**config.mk**
```make
export PLATFORM = sky130hd
export DESIGN_NAME = rad50_filename_packer_core
export DESIGN_NICKNAME = d
export VERILOG_FILES = /design/src/sv/r50fp_pkg.sv /design/src/sv/r50fp_step.sv /design/src/sv/rad50_filename_packer_core.sv
export SDC_FILE = /design/constraint.sdc
export NUM_CORES = 1
export LEC_CHECK = 0
export BUFFER_PORTS_ARGS = -buffer_cell sky130_fd_sc_hd__buf_2
export CAP_MARGIN = 40
export CORE_UTILIZATION = 52
export CTS_BUF_LIST = sky130_fd_sc_hd__clkbuf_2
export CTS_CLUSTER_DIAMETER = 200
export CTS_CLUSTER_SIZE = 16
export DETAILED_ROUTE_END_ITERATION = 7
export GPL_TIMING_DRIVEN = 0
export HOLD_SLACK_MARGIN = 0.12
export PLACE_DENSITY_LB_ADDON = 0.15
export RECOVER_POWER = 25
export SLEW_MARGIN = 0
export SYNTH_ARGS = -nofsm -noshare
export SYNTH_HDL_FRONTEND = slang
export SYNTH_SLANG_ARGS = --single-unit
export TNS_END_PERCENT = 5
```
**constraint.sdc**
```tcl
create_clock -name clock -period 13 [get_ports clock]
set_input_delay 1.3 -clock clock [delete_from_list [all_inputs] [get_ports clock]]
set_output_delay 1.3 -clock clock [all_outputs]
set_load 0.1 [all_outputs]
```
**src/sv/r50fp_pkg.sv**
```systemverilog
// Package with the types, constants and character mapping of the RAD50 file name packer.
`timescale 1ns / 1ps

package r50fp_pkg;

   localparam int unsigned RAD_BASE     = 40;
   localparam logic [7:0]  DOT_BYTE     = 8'h2E;
   localparam logic [6:0]  CHAR_MASK    = 7'h7F;
   localparam logic [5:0]  CODE_SPACE   = 6'd0;
   localparam logic [5:0]  CODE_DOLLAR  = 6'd27;
   localparam logic [5:0]  CODE_DOT     = 6'd28;
   localparam logic [5:0]  CODE_DIGIT0  = 6'd30;
   localparam logic [1:0]  WORD_NAME1   = 2'd0;
   localparam logic [1:0]  WORD_NAME2   = 2'd1;
   localparam logic [1:0]  WORD_EXT     = 2'd2;
   localparam logic [1:0]  WORD_NONE    = 2'd3;
   localparam logic [15:0] WORD_LIMIT   = 16'd64000;

   typedef enum logic [1:0] {
      PH_NAME = 2'd0,
      PH_FULL = 2'd1,
      PH_EXT  = 2'd2,
      PH_DONE = 2'd3
   } phase_type;

   typedef struct packed {
      phase_type   phase;
      logic [1:0]  slot;
      logic [1:0]  cur;
      logic [15:0] partial;
   } state_type;

   // A run of words: the first carries the value, any further ones are all spaces.
   typedef struct packed {
      logic [15:0] word;
      logic [1:0]  idx;
      logic [1:0]  cnt;
   } pkt_type;

   function automatic logic [5:0] char_code(input logic [7:0] ch);
      logic [6:0] c;
      c = ch[6:0] & CHAR_MASK;
      if (c >= 7'h61 && c <= 7'h7A) begin
         c = c - 7'h20;
      end
      if (c >= 7'h41 && c <= 7'h5A) begin
         return 6'(c - 7'h40);
      end else if (c >= 7'h30 && c <= 7'h39) begin
         return 6'(c - 7'h30) + CODE_DIGIT0;
      end else if (c == 7'h2E) begin
         return CODE_DOT;
      end else if (c == 7'h24) begin
         return CODE_DOLLAR;
      end
      return CODE_SPACE;
   endfunction

endpackage

```
**src/sv/r50fp_step.sv**
```systemverilog
// Next-state and word-building logic for one accepted character or terminator.
`timescale 1ns / 1ps

module r50fp_step (
   input  r50fp_pkg::state_type st_in,
   input  logic [7:0]           char_in,
   input  logic                 end_of_name,
   output r50fp_pkg::state_type st_out,
   output r50fp_pkg::pkt_type   pkt_out
);
   import r50fp_pkg::*;

   logic [5:0]  code;
   logic        is_dot;
   logic [15:0] push_v;
   logic [15:0] pad_v;
   state_type   push_st;
   pkt_type     push_pkt;

   assign code   = char_code(char_in);
   assign is_dot = (char_in == DOT_BYTE);
   assign push_v = 16'(st_in.partial * 16'(RAD_BASE) + 16'(code));

   always_comb begin
      case (st_in.slot)
         2'd1:    pad_v = 16'(st_in.partial * 16'(RAD_BASE * RAD_BASE));
         2'd2:    pad_v = 16'(st_in.partial * 16'(RAD_BASE));
         default: pad_v = 16'd0;
      endcase
   end

   always_comb begin
      push_st      = st_in;
      push_pkt     = '0;
      push_pkt.idx = st_in.cur;
      if (st_in.cur != WORD_NONE) begin
         if (st_in.slot == 2'd2) begin
            push_pkt.word   = push_v;
            push_pkt.cnt    = 2'd1;
            push_st.slot    = 2'd0;
            push_st.partial = 16'd0;
            push_st.cur     = st_in.cur + 2'd1;
         end else begin
            push_st.slot    = st_in.slot + 2'd1;
            push_st.partial = push_v;
         end
      end
   end

   always_comb begin
      st_out      = st_in;
      pkt_out     = '0;
      pkt_out.idx = st_in.cur;
      if (end_of_name) begin
         pkt_out.word = pad_v;
         pkt_out.cnt  = WORD_NONE - st_in.cur;
         st_out       = '{phase: PH_NAME, slot: 2'd0, cur: WORD_NAME1, partial: 16'd0};
      end else begin
         case (st_in.phase)
            PH_NAME: begin
               if (is_dot) begin
                  pkt_out.word   = pad_v;
                  pkt_out.cnt    = WORD_EXT - st_in.cur;
                  st_out.phase   = PH_EXT;
                  st_out.slot    = 2'd0;
                  st_out.cur     = WORD_EXT;
                  st_out.partial = 16'd0;
               end else begin
                  st_out  = push_st;
                  pkt_out = push_pkt;
                  if (push_st.cur >= WORD_EXT) begin
                     st_out.phase = PH_FULL;
                  end
               end
            end
            PH_FULL: begin
               if (!is_dot) begin
                  st_out  = push_st;
                  pkt_out = push_pkt;
               end
               st_out.phase = PH_EXT;
            end
            PH_EXT: begin
               if (!is_dot) begin
                  st_out  = push_st;
                  pkt_out = push_pkt;
                  if (push_st.cur == WORD_NONE) begin
                     st_out.phase = PH_DONE;
                  end
               end
            end
            default: begin
            end
         endcase
      end
   end

endmodule

```
**src/sv/rad50_filename_packer_core.sv**
```systemverilog
// Top level of the RAD50 file name packer: character stream in, three RAD50 words out.
`timescale 1ns / 1ps

// One file name character is taken per transfer, one per cycle while the holding register
// is empty, with the terminator marked by req_tlast; each transfer updates the packing
// state in the same cycle. Finished words leave from an output register at one word per
// cycle while rsp_tready is high, with a single holding register behind it.
// A dot inside the name releases up to two words at once and the terminator up to three.
// When a further word-producing transfer arrives while those words are still draining,
// it waits in the holding register. The input then pauses until the held words move into
// the output register, which takes longer when rsp_tready is held low.
module rad50_filename_packer_core (
   input  logic        clock,
   input  logic        reset,
   input  logic        req_tvalid,
   output logic        req_tready,
   input  logic [7:0]  req_tdata,   // Bits: char_in [7:0].
   input  logic        req_tlast,   // The end_of_name flag.
   output logic        rsp_tvalid,
   input  logic        rsp_tready,
   output logic [23:0] rsp_tdata,   // Bits: packed_word [15:0], word_index [17:16], zeros.
   output logic        rsp_tlast    // The last_word flag.
);
   import r50fp_pkg::*;

   state_type st_ff, st_in;
   pkt_type   step_pkt;
   pkt_type   em_ff, em_in;
   pkt_type   hold_ff, hold_in;
   logic      hold_vld_ff, hold_vld_in;
   logic      req_fire, rsp_fire, em_free;

   r50fp_step u_step (
      .st_in       (st_ff),
      .char_in     (req_tdata),
      .end_of_name (req_tlast),
      .st_out      (st_in),
      .pkt_out     (step_pkt)
   );

   assign req_tready = !hold_vld_ff;
   assign req_fire   = req_tvalid && req_tready;
   assign rsp_tvalid = (em_ff.cnt != 2'd0);
   assign rsp_fire   = rsp_tvalid && rsp_tready;
   assign em_free    = (em_ff.cnt == 2'd0) || (rsp_fire && em_ff.cnt == 2'd1);
   assign rsp_tdata  = {6'd0, em_ff.idx, em_ff.word};
   assign rsp_tlast  = (em_ff.idx == WORD_EXT);

   always_comb begin
      em_in       = em_ff;
      hold_in     = hold_ff;
      hold_vld_in = hold_vld_ff;
      if (rsp_fire) begin
         em_in.cnt  = em_ff.cnt - 2'd1;
         em_in.idx  = em_ff.idx + 2'd1;
         em_in.word = 16'd0;
      end
      if (hold_vld_ff && em_free) begin
         em_in       = hold_ff;
         hold_vld_in = 1'b0;
      end
      if (req_fire && step_pkt.cnt != 2'd0) begin
         if (em_free) begin
            em_in = step_pkt;
         end else begin
            hold_in     = step_pkt;
            hold_vld_in = 1'b1;
         end
      end
   end

   always_ff @(posedge clock) begin
      if (reset) begin
         st_ff       <= '{phase: PH_NAME, slot: 2'd0, cur: WORD_NAME1, partial: 16'd0};
         em_ff       <= '0;
         hold_vld_ff <= 1'b0;
      end else begin
         if (req_fire) begin
            st_ff <= st_in;
         end
         em_ff       <= em_in;
         hold_vld_ff <= hold_vld_in;
      end
   end

   always_ff @(posedge clock) begin
      hold_ff <= hold_in;
   end

   assert property (@(posedge clock) disable iff (reset)
      hold_vld_ff |-> (em_ff.cnt != 2'd0))
      else $error("Holding register is full while the output register is empty.");

   assert property (@(posedge clock) disable iff (reset)
      rsp_tvalid |-> ({1'b0, em_ff.idx} + {1'b0, em_ff.cnt} <= 3'd3))
      else $error("Pending words run past the extension word.");

   assert property (@(posedge clock) disable iff (reset)
      (req_fire && req_tlast) |=>
         (st_ff.phase == PH_NAME && st_ff.cur == WORD_NAME1 && st_ff.slot == 2'd0))
      else $error("Terminator did not restart the packing state.");

   assert property (@(posedge clock) disable iff (reset)
      rsp_tvalid |-> (em_ff.word < WORD_LIMIT))
      else $error("Output word is outside the RAD50 range.");

endmodule
```
==> summary.md <==
| Metric | Value |
|---|---|
| Run status | completed |
| Fin nets | ~670 |
| Max-cap viol count | 0 |
| Root Driver | clkbuf_2 |
| P&R area growth vs syn | 7.991% |
| Sw Ratio | a little under half |
| Initial antenna violation count | 0 |
| Top cells by area, synth | dfxtp_1 16%, ha_1 14%, edfxtp_1 12%, buf_4 4.1%, nor2_1 4.1% |
| DRT Pass-1 Iters | 5 |
| Worst setup margin | ~7.6 ns |
| Post-synth ARST share | 0% |
| Slew HR | between 20 and 25% |
| Maximum VDD drop | approximately 0.085 mV |
| Routed Antenna Nets | 0 |
| Clock transition at path regs | around 0.18 ns |
| Crit path cell chain | buf_2 -> buf_6 -> inv_2 -> ha_1 -> or4b_4 -> a22oi_2 -> a31oi_4 -> mux2i_1 -> nand2b_1 -> o21ai_0 -> o21ai_0 -> a21oi_1 -> ha_1 -> fa_1 -> a21oi_1 -> nor4_1 -> nor3b_1 -> nand4_1 -> nor4b_1 -> xnor2_1 -> nand2_1 -> a311oi_1 |
| Max clock buf depth | 2 |
| Psw | around 0.00034 W |
| Wirelength per Cell | about 16 microns |
| First-pass GRT wire length | 18890 microns |
| Comb power frac | between 40 and 50% |
| HP Class | register to register |
| H-tree depth | 3 |
| Pin count of the biggest net entering global routing | 12 |
| Clock Power Share | roughly a fifth |
| Critical path endpoint category | register |
| Unique masters post-synth | 73 |
| Crit share post-route | about two fifths |
| Via density | 5.843 |
| Final Setup Violations | 0 |
| GRT overflow | 0 |
| Crit path time final | ~5.4 ns |
| WS Path Type | input pin to register |
| Routed WL | roughly 12000 microns |
| Post-synth EDFFs | 20 |
| Pins Over Slew Limit | 0 |
| Worst Tran Pin Value | 1.173 ns |
| DRC Markers | 0 |
| Post-synthesis sequential area ratio | roughly 29% |
| DIE HEIGHT | slightly below 100 microns |
| Starting Density | a little over half |
| Vias in the first global route | roughly 3800 |
| Clk sink count | 60 |
| GRT Total Usage | approximately a quarter |
| Dpl hpwl | approximately 9000 microns |
| Synth Flop Type | dfxtp_1 |
| Pre-CTS WS | between 7 and 8 ns |
| Yosys reg bits | 60 |
| Hold Buf Count CTS | 0 |
| GPL Wtd Cong | 0.9340 |
| PwrDens | around 140 nW/um^2 |
| CP max stage delay | roughly 0.50 ns |
| Int Pwr | between 0.0003 and 0.0004 W |
| Area of the core | 9196 sq um |
| Clk_lat worst skew | between 0.4 and 0.5 ns |
| Count of final hold-check violations | 0 |
| Via count | between 4000 and 5000 |
| Crit path DAT | ~5.8 ns |
| Fin Setup TNS | 0 ns |
| Share of layout cells above drive strength 1 | a little over an eighth |
| CP max stage cell | or4b_4 |
| Port bufs | 30 |
| Post-synth top area cell | dfxtp_1 |
| Antenna cells | 0 |
| Rows | 35 |
| Die Footprint | about 9800 sq um |
| CP Max Fanout | 8 |
| Top cell type's share of synthesized area | between 15 and 20% |
| Unrepaired setup endpoints after global routing | false |
| Mapped Cells | between 500 and 600 |
| Number of CTS-inserted buffers | 9 |
| Hold path depth | 2 |
| DRT iter0 DRCs | 318 |
| CP Launch Type | input pin |
| Post-CTS Resized | 0 |
| Leakage power | 2.289 nW |
| Syn avg cell area | between 8 and 9 sq um |
| Yosys warns | 0 |
| Io pins | 40 |
| Synthesized cell area | 4901 sq um |
| CTS tree | built |
| Achievable clock frequency | 184.9 MHz |
| Req. time, crit path | approximately 13 ns |
| Layout Skew | between 0.03 and 0.04 ns |
| Reg power frac | 33.5% |
| Width of the die | 99.08 microns |
| Setup Fix Bufs, Post-CTS | 0 |
| R2R depth | 11 |
## state kept, by name, summed over array words and instances, names as in the netlist
register and flops:
em_ff 2, hold_ff 20, hold_vld_ff 1, rsp_tdata 18
st_ff 19
## kinds of logic after synthesis
kind of cell | after synthesis | synth area share, %
muxes | 10 | 2.323
AOI/OAI and AO/OA | 131 | 19.61
other | 1 | 0.07652
and+or+nand+nor | 175 | 18.79
adders and majority gates | 60 | 16.24
DFF | 60 | 28.59
xor gates and xnor gates | 29 | 5.183
buffers and inverters | 84 | 9.190
## through the flow
step                      utilization (%)  hold WS [ns]  total power, W  cell area (sq um)  cells
after global placement              56.64        0.4824       0.0005875               5209    696
after floorplan                         -        0.4658       0.0005335               4920    555
after CTS                           58.26        0.5137       0.0007296               5358    714
after global routing                57.55        0.5351       0.0007615               5293    714
final                               57.55        0.5062       0.0007204               5293    714
after detailed placement            56.82        0.4914       0.0005939               5225    698
## worst paths after layout
kind	endpoint	start	slack, ns
worst max-delay path	rsp_tdata[15]$_SDFF_PP0_	req_tdata[1]	7.59
worst max register to register	rsp_tdata[15]$_SDFF_PP0_	st_ff[1]$_SDFFE_PP0P_	9.35
worst min-delay path	rsp_tdata[1]$_SDFF_PP0_	rsp_tdata[1]$_SDFF_PP0_	0.51
worst min register to register	rsp_tdata[1]$_SDFF_PP0_	rsp_tdata[1]$_SDFF_PP0_	0.51
## synthesized netlist by cell type (all sizes together), types with 3 or more instances
master    n
or2       3
clkbuf    7
and3b     3
nor3      8
buf      34
edfxtp   20
a21o      9
a211o     3
o2bb2ai   5
nor4      8
nor2     53
o21ai    17
ha       54
a21oi    30
and3      4
inv      43
o211ai    7
fa        6
o21a      5
nor2b     7
dfxtp    40
and2      5
nand3    16
xnor2    20
a22oi    15
a31oi     5
nand2b   10
mux2i     8
a211oi    7
a311oi   10
or4       3
nand2    41
xor2      9
nor3b     5
## critical path, delay by kind of cell
kind | cells | cell delay (ns)
compound gates | 7 | 1.16
buf+inv | 3 | 0.31
mux | 1 | 0.21
fa+ha+maj | 3 | 0.68
simple gates | 7 | 1.97
xor+xnor | 1 | 0.17
## layer usage
| layer | global-route usage [%] | vias to the layer above | routed length [microns] |
|---|---|---|---|
| met3 | 4.468 | 8 | 697 |
| met5 | 0 | - | 0 |
| li1 | - | 2042 | - |
| met1 | 32.36 | 1981 | 5291 |
| met2 | 42.50 | 141 | 5539 |
| met4 | 5.317 | 0 | 103 |
## power by group through the flow
stage / Clock [W] / Sequential, W / Combinational [W]
2_1_floorplan: 0 / 0.000241 / 0.000292
3_3_place_gp: 0 / 0.000245 / 0.000342
3_5_place_dp: 0 / 0.000246 / 0.000348
4_1_cts: 0.000139 / 0.000242 / 0.000349
5_1_grt: 0.000147 / 0.000245 / 0.000370
6_report: 0.000135 / 0.000242 / 0.000343
## layout by cell type (no fill, tap or decap), types with 6 or more instances in the layout
cell,instances
a211oi_1,7
a21o_1,9
a21oi_1,29
a22oi_1,14
a311oi_1,9
buf_2,15
buf_4,27
clkbuf_1,26
clkbuf_2,11
conb_1,6
dfxtp_1,40
edfxtp_1,20
fa_1,6
ha_1,54
inv_1,42
mux2i_1,7
nand2_1,41
nand2b_1,10
nand3_1,15
nor2_1,53
nor2b_1,7
nor3_1,8
nor4_1,7
o211ai_1,7
o21ai_0,15
xnor2_1,20
xor2_1,9
## cell type report
type	count	area, sq um
buffer	41	289.0
clock buffer	11	55.05
clock inverter	5	77.57
fill	851	3904
inverter	43	161.4
multi-input combinational	411	3027
sequential	60	1401
tap	111	138.9
timing repair buffer	32	142.6
No activity file was read; power rests on OpenSTA's default activity.
